===== src/sv/bdr_pkg.sv =====
// package for the button debouncer with long press and auto-repeat
// holds register indexes, field widths and shared types; no dependencies
`default_nettype none

package bdr_pkg;

  // widths of the time stamp, the configuration registers and the register index
  localparam int unsigned TIME_W = 32;
  localparam int unsigned MS_W   = 16;
  localparam int unsigned IDX_W  = 3;

  typedef logic [TIME_W-1:0] time_ms_t;
  typedef logic [MS_W-1:0]   cfg_ms_t;
  typedef logic [IDX_W-1:0]  cfg_idx_t;

  // configuration register indexes
  localparam cfg_idx_t REG_ACTIVE_LOW      = 3'd0;
  localparam cfg_idx_t REG_DEBOUNCE_MS     = 3'd1;
  localparam cfg_idx_t REG_REPEAT_START_MS = 3'd2;
  localparam cfg_idx_t REG_REPEAT_INTV_MS  = 3'd3;
  localparam cfg_idx_t REG_LONG_PRESS_MS   = 3'd4;

  // configuration reset values
  localparam logic    ACTIVE_LOW_RST      = 1'b1;
  localparam cfg_ms_t DEBOUNCE_MS_RST     = 16'd30;
  localparam cfg_ms_t REPEAT_START_MS_RST = 16'd500;
  localparam cfg_ms_t REPEAT_INTV_MS_RST  = 16'd150;
  localparam cfg_ms_t LONG_PRESS_MS_RST   = 16'd1000;

  // input operation codes
  typedef enum logic {
    OP_SAMPLE = 1'b0,
    OP_START  = 1'b1
  } op_t;

  // one result item
  typedef struct packed {
    logic pressed;
    logic released;
    logic short_press;
    logic repeat_press;
    logic long_press;
    logic is_down;
    logic level_echo;
  } result_t;

endpackage

`default_nettype wire


===== src/sv/button_debounce_repeat_longpress.sv =====
// top level of the button debouncer with long press and auto-repeat
// input register, one pass of update logic, result register; uses bdr_pkg
//
//   channel  | handshake              | payload
//   ---------+------------------------+-------------------------------------
//   input    | in_valid / in_stall    | operation, raw_level, now_ms
//   result   | out_valid / out_stall  | pressed .. level_echo (7 bits)
//   config   | cfg_valid / cfg_ready  | cfg_index, cfg_data
//
// one item per cycle while the result side does not stall; an item passes through
// the input register, then the state update and the result register in one pass
// rst is synchronous: configuration takes its defaults, state clears to zero
// a stalled result holds; the input register still takes one more item,
// then in_stall rises until the result side moves
`default_nettype none

module button_debounce_repeat_longpress (
  input  logic               clk,
  input  logic               rst,
  // input channel
  input  logic               in_valid,
  output logic               in_stall,
  input  logic               operation,
  input  logic               raw_level,
  input  bdr_pkg::time_ms_t  now_ms,
  // result channel
  output logic               out_valid,
  input  logic               out_stall,
  output logic               pressed,
  output logic               released,
  output logic               short_press,
  output logic               repeat_press,
  output logic               long_press,
  output logic               is_down,
  output logic               level_echo,
  // configuration channel
  input  logic               cfg_valid,
  output logic               cfg_ready,
  input  bdr_pkg::cfg_idx_t  cfg_index,
  input  bdr_pkg::cfg_ms_t   cfg_data
);
  import bdr_pkg::*;

  // configuration registers
  logic    active_low;
  cfg_ms_t debounce_ms;
  cfg_ms_t repeat_start_ms;
  cfg_ms_t repeat_intv_ms;
  cfg_ms_t long_press_ms;

  // debouncer state
  logic     last_reading_down;
  logic     stable_down;
  time_ms_t last_change_time;
  time_ms_t press_start_time;
  time_ms_t next_repeat_time;
  logic     long_reported;

  logic     last_reading_down_next;
  logic     stable_down_next;
  time_ms_t last_change_time_next;
  time_ms_t press_start_time_next;
  time_ms_t next_repeat_time_next;
  logic     long_reported_next;

  // input register
  logic     in_q_valid;
  op_t      in_q_op;
  logic     in_q_level;
  time_ms_t in_q_now;

  // result register
  result_t  res;
  result_t  res_next;

  logic advance;
  logic take;

  // pipeline control
  assign advance   = !out_valid || !out_stall;
  assign in_stall  = in_q_valid && !advance;
  assign take      = in_valid && !in_stall;
  assign cfg_ready = 1'b1;

  // configuration writes
  always_ff @(posedge clk) begin
    if (rst) begin
      active_low      <= ACTIVE_LOW_RST;
      debounce_ms     <= DEBOUNCE_MS_RST;
      repeat_start_ms <= REPEAT_START_MS_RST;
      repeat_intv_ms  <= REPEAT_INTV_MS_RST;
      long_press_ms   <= LONG_PRESS_MS_RST;
    end else if (cfg_valid && cfg_ready) begin
      unique case (cfg_index)
        REG_ACTIVE_LOW:      active_low      <= cfg_data[0];
        REG_DEBOUNCE_MS:     debounce_ms     <= cfg_data;
        REG_REPEAT_START_MS: repeat_start_ms <= cfg_data;
        REG_REPEAT_INTV_MS:  repeat_intv_ms  <= cfg_data;
        REG_LONG_PRESS_MS:   long_press_ms   <= cfg_data;
        default: ;
      endcase
    end
  end

  // input register
  always_ff @(posedge clk) begin
    if (rst) begin
      in_q_valid <= 1'b0;
    end else if (take) begin
      in_q_valid <= 1'b1;
    end else if (advance) begin
      in_q_valid <= 1'b0;
    end
  end

  always_ff @(posedge clk) begin
    if (take) begin
      in_q_op    <= op_t'(operation);
      in_q_level <= raw_level;
      in_q_now   <= now_ms;
    end
  end

  // update pass: debounce, edges, repeat and long press
  always_comb begin
    logic     reading;
    logic     change_dn;
    logic     ev_pressed;
    logic     ev_released;
    logic     ev_short;
    logic     ev_repeat;
    logic     ev_long;
    time_ms_t lct_mid;
    time_ms_t pst_mid;
    time_ms_t nrt_mid;
    logic     stable_mid;
    logic     long_mid;
    time_ms_t since_change;
    time_ms_t since_press;

    reading     = active_low ? !in_q_level : in_q_level;
    ev_pressed  = 1'b0;
    ev_released = 1'b0;
    ev_short    = 1'b0;
    ev_repeat   = 1'b0;
    ev_long     = 1'b0;

    last_reading_down_next = last_reading_down;
    stable_down_next       = stable_down;
    last_change_time_next  = last_change_time;
    press_start_time_next  = press_start_time;
    next_repeat_time_next  = next_repeat_time;
    long_reported_next     = long_reported;

    // restart the change timer on a new reading
    change_dn    = reading != last_reading_down;
    lct_mid      = change_dn ? in_q_now : last_change_time;
    since_change = in_q_now - lct_mid;

    stable_mid = stable_down;
    pst_mid    = press_start_time;
    nrt_mid    = next_repeat_time;
    long_mid   = long_reported;

    // debounced edge
    if (since_change >= time_ms_t'(debounce_ms) && reading != stable_down) begin
      stable_mid = reading;
      if (reading) begin
        ev_pressed = 1'b1;
        pst_mid    = in_q_now;
        nrt_mid    = in_q_now + time_ms_t'(repeat_start_ms);
        long_mid   = 1'b0;
      end else begin
        ev_released = 1'b1;
        nrt_mid     = '0;
        ev_short    = !long_reported;
      end
    end

    // auto-repeat, plain unsigned compare; zero means none pending
    if (stable_mid && nrt_mid != '0 && in_q_now >= nrt_mid) begin
      ev_repeat = 1'b1;
      nrt_mid   = in_q_now + time_ms_t'(repeat_intv_ms);
    end

    // long press, once per press
    since_press = in_q_now - pst_mid;
    if (stable_mid && !long_mid && since_press >= time_ms_t'(long_press_ms)) begin
      ev_long  = 1'b1;
      long_mid = 1'b1;
    end

    if (in_q_op == OP_START) begin
      last_reading_down_next = reading;
      stable_down_next       = reading;
      last_change_time_next  = in_q_now;
      press_start_time_next  = reading ? in_q_now : '0;
      next_repeat_time_next  = reading ? in_q_now + time_ms_t'(repeat_start_ms) : '0;
      long_reported_next     = 1'b0;
      res_next = '{pressed: 1'b0, released: 1'b0, short_press: 1'b0,
                   repeat_press: 1'b0, long_press: 1'b0,
                   is_down: reading, level_echo: in_q_level};
    end else begin
      last_reading_down_next = reading;
      stable_down_next       = stable_mid;
      last_change_time_next  = lct_mid;
      press_start_time_next  = pst_mid;
      next_repeat_time_next  = nrt_mid;
      long_reported_next     = long_mid;
      res_next = '{pressed: ev_pressed, released: ev_released, short_press: ev_short,
                   repeat_press: ev_repeat, long_press: ev_long,
                   is_down: stable_mid, level_echo: in_q_level};
    end
  end

  // state update when the item moves into the result register
  always_ff @(posedge clk) begin
    if (rst) begin
      last_reading_down <= 1'b0;
      stable_down       <= 1'b0;
      last_change_time  <= '0;
      press_start_time  <= '0;
      next_repeat_time  <= '0;
      long_reported     <= 1'b0;
    end else if (in_q_valid && advance) begin
      last_reading_down <= last_reading_down_next;
      stable_down       <= stable_down_next;
      last_change_time  <= last_change_time_next;
      press_start_time  <= press_start_time_next;
      next_repeat_time  <= next_repeat_time_next;
      long_reported     <= long_reported_next;
    end
  end

  // result register
  always_ff @(posedge clk) begin
    if (rst) begin
      out_valid <= 1'b0;
    end else if (advance) begin
      out_valid <= in_q_valid;
    end
  end

  always_ff @(posedge clk) begin
    if (advance && in_q_valid) begin
      res <= res_next;
    end
  end

  assign pressed      = res.pressed;
  assign released     = res.released;
  assign short_press  = res.short_press;
  assign repeat_press = res.repeat_press;
  assign long_press   = res.long_press;
  assign is_down      = res.is_down;
  assign level_echo   = res.level_echo;

  // checks on the event logic and the pipeline control
  a_edge_excl: assert property (@(posedge clk) disable iff (rst)
    out_valid |-> !(pressed && released))
    else $error("pressed and released in one result");

  a_short_on_release: assert property (@(posedge clk) disable iff (rst)
    (out_valid && short_press) |-> released)
    else $error("short press without release");

  a_events_down: assert property (@(posedge clk) disable iff (rst)
    (out_valid && (pressed || repeat_press || long_press)) |-> is_down)
    else $error("press event while state is up");

  a_release_up: assert property (@(posedge clk) disable iff (rst)
    (out_valid && released) |-> !is_down)
    else $error("release while state is down");

  a_stall_full: assert property (@(posedge clk) disable iff (rst)
    in_stall |-> (in_q_valid && out_valid && out_stall))
    else $error("input stalled with room in the pipeline");

  a_state_hold: assert property (@(posedge clk) disable iff (rst)
    !in_q_valid |=> ($stable(stable_down) && $stable(next_repeat_time)))
    else $error("state changed with no item in flight");

endmodule

`default_nettype wire


===== config.mk =====
export PLATFORM = sky130hd
export DESIGN_NAME = button_debounce_repeat_longpress
export DESIGN_NICKNAME = d
export VERILOG_FILES = /design/src/sv/bdr_pkg.sv /design/src/sv/button_debounce_repeat_longpress.sv
export SDC_FILE = /design/constraint.sdc
export NUM_CORES = 1
export LEC_CHECK = 0
export ABC_AREA = 1
export BUFFER_PORTS_ARGS = -buffer_cell sky130_fd_sc_hd__buf_2
export CORE_MARGIN = 4
export CORE_UTILIZATION = 25
export DETAILED_ROUTE_END_ITERATION = 8
export SYNTH_ARGS = -nofsm -noshare
export SYNTH_HDL_FRONTEND = slang
export SYNTH_SLANG_ARGS = --single-unit

===== constraint.sdc =====
create_clock -name clk -period 7.2 [get_ports clk]
set_clock_uncertainty 0.15 [all_clocks]
set_input_delay 0.36 -clock clk [delete_from_list [all_inputs] [get_ports clk]]
set_output_delay 0.36 -clock clk [all_outputs]
set_load 0.01 [all_outputs]

==> run_results.csv, run 1 <==
group,metric,value,unit
yosys,yosys_warnings,0,
critical_path,worst_path_most_repeated_cell,"buf_4",
sta,report.final.slew_viol_count,0,
yosys,netlist_area,0.01707,mm²
route,drt_iter0_drc,1308,
global_routing,grt_use_total,16.23,%
power,ir_drop,202.5,µV
yosys,syn_avg_cell_area,6.547,µm²
sta,rsz0062_at_grt,"true",
critical_path,slowest_delay,460,ps
placed_design,pre_cts_ws,-441.2,ps
clock_network,path_clk_slew,60,ps
route,drc,0,
floorplanning,pin_count,68,
status,status,"finished, violations left",
sta,fmax,0.1313,GHz
final_layout,finalNetCount,3249,
clock_network,cts_buffer_depth,3,
yosys,synthCells,2607,
clock_network,cts_max_level,1,
final_layout,fin_area,0.02314,mm²
sta,tightest_slew,1139,ps
critical_path,cp_data_arrival_time,7970,ps
yosys,synth_compound_area_share,19.61,%
clock_network,cts_tree,"built",
critical_path,crit_fanout,6,
status,violations,"negative setup slack",
placed_design,place_area,0.02065,mm²
critical_path,slowest_stage,"edfxtp_1",
placed_design,dp.cells,3774,
yosys,synthAdderAreaFrac,10.98,%
yosys,synthFlopType,"dfxtp_1",
yosys,synth_simple_gate_area_share,28.89,%
power,power-per-cell-area,203.1,mW/mm²
floorplanning,die_h,269.3,µm
global_routing,grt_pass1_wl,96040,µm
yosys,synth_nets,2813,
clock_network,numCtsBuffers,24,
floorplanning,coreArea,0.06740,mm²
global_routing,antenna_found_initial,0,
floorplanning,start_util,25.33,%
route,vias_per_cell,4.808,
critical_path,end_kind,"flop",
route,drtAntennaViolNets,0,
floorplanning,die_w,269.3,µm
critical_path,cp_data_required_time,7550,ps
clock_network,cts-root-buf,"clkbuf_16",
yosys,ys_seq_area_share,26.68,%
yosys,synth.area.mux_share,0.3592,%
yosys,synth_edf_count,41,
sta,finalCritPeriodShare,105.8,%
final_layout,syn2layout_area_growth,35.58,%
placed_design,io_buffers,66,
power,leakage,10.70,nW
sta,setup_ws,-416.9,ps
job,drv_cap,0,
placed_design,dpl.hpwl,46540,µm
final_layout,drive_gt1_share,22.28,%
placed_design,gp_congestion,0.9300,
yosys,async_flop_share,0,%
clock_network,cts_sinks,207,
floorplanning,fp-row-count,95,
yosys,synth_xor_area_share,3.694,%
sta,whs,25.15,ps
sta,tns,-798.3,ps
critical_path,crit_type,"reg -> reg",
yosys,ys_ff_latch,207,
final_layout,finalNonFillerCells,3934,
power,p_total,4.701,mW
final_layout,num_antenna_cells,0,
floorplanning,die-area,0.07252,mm²
critical_path,critPathLaunchType,"flop",
route,avgRoutedWirePerCell,16.05,µm
route,num_vias,18910,
global_routing,grt_pass1_vias,17860,
final_layout,post-route-util,34.34,%
clock_network,clk_latency,580,ps
yosys,synth_top_family_by_area,"simple AND/OR/NAND/NOR gates",
sta,hold_viol,0,
sta,relSlewSlack,23.81,%
yosys,synth.distinct_cells,57,
global_routing,grt_max_degree,82,
route,drt_pass1_iterations,5,
global_routing,gr-total-overflow,0,
sta,period_needed,7617,ps
sta,setup_violations,3,
hold_path,hp-class,"in -> reg",
route,wirelength,63140,µm
-- flip-flops by register name (all words and copies together), names as in the netlist --
name	count
next_repeat_time	32
repeat_press	1
out_valid	1
repeat_start_ms	16
level_echo	1
long_press	1
last_reading_down	1
pressed	1
released	1
in_q_now	32
in_q_level	1
is_down	1
debounce_ms	16
stable_down	1
in_q_valid	1
active_low	1
long_reported	1
short_press	1
long_press_ms	16
repeat_intv_ms	16
press_start_time	32
in_q_op	1
last_change_time	32
-- synth_stat cells, types with 13 or more instances --
cell type | count | share of area, %
nand2_1 | 636 | 14
inv_1 | 302 | 6.6
a21oi_1 | 281 | 8.2
o21ai_0 | 231 | 6.8
nor2_1 | 206 | 4.5
dfxtp_1 | 166 | 19
ha_1 | 145 | 11
nand3_1 | 126 | 3.7
clkbuf_1 | 76 | 1.7
nand4_1 | 75 | 2.7
xor2_1 | 50 | 2.6
edfxtp_1 | 41 | 7.2
nor3_1 | 26 | 0.76
o21ai_1 | 26 | 0.76
xnor2_1 | 22 | 1.1
inv_2 | 18 | 0.40
o22ai_1 | 16 | 0.59
nand2_2 | 13 | 0.48
-- final cells by class --
cell class	instances	area (µm²)
Tap cell	873	1092
Multi-Input combinational cell	1981	11460
Fill cell	7122	44250
Clock inverter	15	187.7
Sequential cell	207	4556
Timing Repair Buffer	505	3979
Inverter	324	1232
Clock buffer	29	639.4
-- placed cells by master, fill, tap and decap left out, types with 10 or more instances in the layout --
master         netlist  routed
clkbuf_16            0      27
edfxtp_1            41      41
nand3_1            126     119
o22ai_1             16      15
nor3_1              26      23
o211ai_1            12      12
buf_4                5     372
dlygate4sd3_1        0      47
nand2_2             13      40
ha_1               145     137
o21ai_0            231     215
nand2_1            636     602
inv_1              302     291
o21ai_1             26      32
nor2_2               8      19
dfxtp_1            166     165
xor2_1              50      50
buf_12               0      10
buf_2                3      65
nor2_1             206     191
inv_2               18      25
a21oi_2              0      17
xnor2_1             22      20
a21oi_1            281     264
nand4_1             75      75
-- worst max-delay path, delay by kind of cell (launching register included) --
kind	cells	cell delay (ps)
AOI/OAI and AO/OA	7	1040
xor gates and xnor gates	1	160
adders and majority gates	2	580
buffers and inverters	34	4000
DFF	1	460
and+or+nand+nor	16	1160
-- cells by family after synthesis --
kind of cell | count (synthesis)
AO/OA/AOI/OAI | 626
other | 1
AND/OR/NAND/NOR | 1128
adder cells (fa/ha/maj) | 148
buffers and inverters | 420
flip-flops | 207
XOR/XNOR | 72
multiplexers | 5
-- power breakdown --
part	switching [mW]	internal (mW)	total [mW]
logic	1.16	0.932	2.09
clock network	0.551	0.776	1.33
registers	0.0390	1.24	1.28
total	1.75	2.95	4.70
-- what timing repair did --
action,in CTS,in global routing
setup buffers,50,13
pin swaps,28,46
setup endpoints to repair,10,36
hold endpoints to repair,68,0
cloned,2,4
gates resized for setup,54,88
hold buffers,47,0
-- worst paths after layout --
check                                       endpoint                 start  depth (start not counted)  slack, ps
worst max-delay path             press_start_time[0]            in_q_level                         60       -420
worst max register to register   press_start_time[0]            in_q_level                         60       -420
worst min-delay path              repeat_intv_ms[15]          cfg_data[15]                          3         30
worst min register to register  press_start_time[22]  press_start_time[22]                          2        310
-- layer usage --
| metal | global-route usage (%) | up-vias | routed length (µm) |
|---|---|---|---|
| li1 | - | 9630 | - |
| met1 | 21.31 | 8586 | 27570 |
| met2 | 27.32 | 561 | 29180 |
| met3 | 1.769 | 137 | 3537 |
| met4 | 6.486 | 0 | 2852 |
| met5 | 0 | - | 0 |
Note: power is estimated with default switching activity, not from simulation.
==> run 2: changes to the inputs <==
--- a/config.mk
+++ b/config.mk
@@ -7,6 +7,7 @@
 export LEC_CHECK = 0
 export ABC_AREA = 1
 export BUFFER_PORTS_ARGS = -buffer_cell sky130_fd_sc_hd__buf_2
+export CAP_MARGIN = 20
 export CORE_MARGIN = 4
 export CORE_UTILIZATION = 25
 export DETAILED_ROUTE_END_ITERATION = 8
==> constraint.sdc (replaced) <==
create_clock -name clk -period 6.4 [get_ports clk]
set_clock_uncertainty 0.15 [all_clocks]
set_input_delay 0.32 -clock clk [delete_from_list [all_inputs] [get_ports clk]]
set_output_delay 0.32 -clock clk [all_outputs]
set_load 0.01 [all_outputs]
==> run_results.csv, run 2 (synthesis gave the netlist of run 1 again) <==
group,metric,value,unit
status,status,"finished, violations left",
status,violations,"negative setup slack",
route,num_vias,19150,
placed_design,dpl.hpwl,47170,µm
clock_network,cts_max_level,1,
sta,report.final.slew_viol_count,0,
floorplanning,coreArea,0.06740,mm²
clock_network,path_clk_slew,60,ps
global_routing,grt_max_degree,74,
clock_network,cts_tree,"built",
job,drv_cap,0,
final_layout,layout_common_cells,"600 x nand2_1, 451 x buf_4, 291 x inv_1",
critical_path,cp_data_required_time,6530,ps
power,pwr-share-seq,27.2,%
power,leakage,11.15,nW
power,combPwrFrac,46.2,%
power,power_switching,1.968,mW
sta,hold_viol,0,
sta,finalCritPeriodShare,114.6,%
sta,period_needed,7335,ps
route,drtAntennaViolNets,0,
placed_design,pre_cts_ws,-1273,ps
final_layout,regArea,0.004556,mm²
global_routing,grt_pass1_wl,96100,µm
floorplanning,die-area,0.07252,mm²
critical_path,critPathLaunchType,"flop",
floorplanning,die_w,269.3,µm
global_routing,grt_pass1_vias,17940,
sta,fmax,0.1363,GHz
critical_path,crit_fanout,6,
sta,tightest_slew,850.2,ps
sta,setup_ws,-935.1,ps
placed_design,dp.cells,3882,
critical_path,worst_path_most_repeated_cell,"nand2_1",
hold_path,hp-class,"in -> reg",
global_routing,gr-total-overflow,0,
power,clock_power_share,26.6,%
route,wirelength,62230,µm
floorplanning,fp-row-count,95,
power,power-per-cell-area,221.5,mW/mm²
clock_network,numCtsBuffers,25,
final_layout,finalNonFillerCells,4022,
global_routing,grt_use_total,16.06,%
critical_path,cp_data_arrival_time,7460,ps
clock_network,clk_latency,570,ps
final_layout,multi_input_comb_area,0.01155,mm²
final_layout,syn2layout_area_growth,40.22,%
final_layout,post-route-util,35.51,%
power,ir_drop,213.8,µV
floorplanning,die_h,269.3,µm
final_layout,finalNetCount,3337,
floorplanning,start_util,25.33,%
route,drc,0,
sta,rsz0062_at_grt,"true",
sta,relSlewSlack,43.32,%
route,avgRoutedWirePerCell,15.47,µm
route,drt_iter0_drc,1299,
global_routing,antenna_found_initial,1,
route,vias_per_cell,4.762,
critical_path,slowest_stage,"edfxtp_1",
critical_path,slowest_delay,470,ps
clock_network,cts-root-buf,"clkbuf_16",
clock_network,cts_sinks,207,
final_layout,fillers,7042,
final_layout,num_antenna_cells,0,
final_layout,final_common_cell,"nand2_1",
floorplanning,pin_count,68,
placed_design,place_area,0.02146,mm²
final_layout,drive_gt1_share,24.64,%
final_layout,fin_area,0.02393,mm²
clock_network,cts_buffer_depth,3,
critical_path,crit_type,"reg -> reg",
placed_design,io_buffers,66,
route,drt_pass1_iterations,6,
power,internal_power,3.334,mW
critical_path,end_kind,"flop",
placed_design,gp_congestion,0.9297,
sta,setup_violations,35,
power,switching_share,37.12,%
sta,tns,-18090,ps
run 2: metrics by stage:
| step | total power [mW] | hold slack (ps) |
|---|---|---|
| 6_report | 5.302 | 54.25 |
| 5_1_grt | 5.650 | 77.31 |
| 4_1_cts | 5.151 | 33.02 |
| 3_5_place_dp | 3.649 | 302.6 |
| 3_3_place_gp | 3.634 | 299.2 |
| 2_1_floorplan | 2.699 | 268.9 |
run 2: timing repair:
action                                  CTS  global route
buffers inserted                          9            26
hold buffers                             53             0
gates resized for setup                  41           121
pin swaps                                15            45
endpoints found under the setup margin   35            35
endpoints found under the hold margin    84             0
gates cloned                              1             6
run 2: final timing paths:
check,from,endpoint,slack [ps],cells after the start
setup reg to reg,in_q_level,long_press,-940,60
hold / removal,cfg_index[2],active_low,50,4
hold reg to reg,last_change_time[25],last_change_time[25],310,2
setup / recovery,in_q_level,long_press,-940,60
run 2: layout make-up:
class	instances	area share, %
Tap cell	873	4.564
Multi-Input combinational cell	1980	48.25
Inverter	324	5.139
Clock inverter	14	0.4914
Sequential cell	207	19.03
Clock buffer	31	2.839
Timing Repair Buffer	593	19.68
run 2: per-layer routing:
metal,part of all wire (%),wire (µm),up-vias,track usage [%]
met3,5.6,3455,117,1.609
met4,3.2,2008,2,5.020
met2,47,29130,512,27.43
met5,0.021,13,-,0
met1,44,27620,8707,21.40
li1,-,-,9815,-
run 2: power by group through the flow:
stage	sequential (mW)	clock (mW)	combinational, mW
floorplan	1.47	0	1.23
global placement	1.47	0	2.17
detailed placement	1.47	0	2.18
CTS	1.44	1.44	2.27
global route	1.45	1.49	2.71
finish	1.44	1.41	2.45
run 2: critical path: cells and delay by family, from the launching register on:
| family | cells | cell delay, ps |
|---|---|---|
| simple gates | 34 | 3020 |
| buf+inv | 13 | 1220 |
| fa+ha+maj | 5 | 1110 |
| compound gates | 7 | 880 |
| flops | 1 | 470 |
| xor+xnor | 1 | 150 |
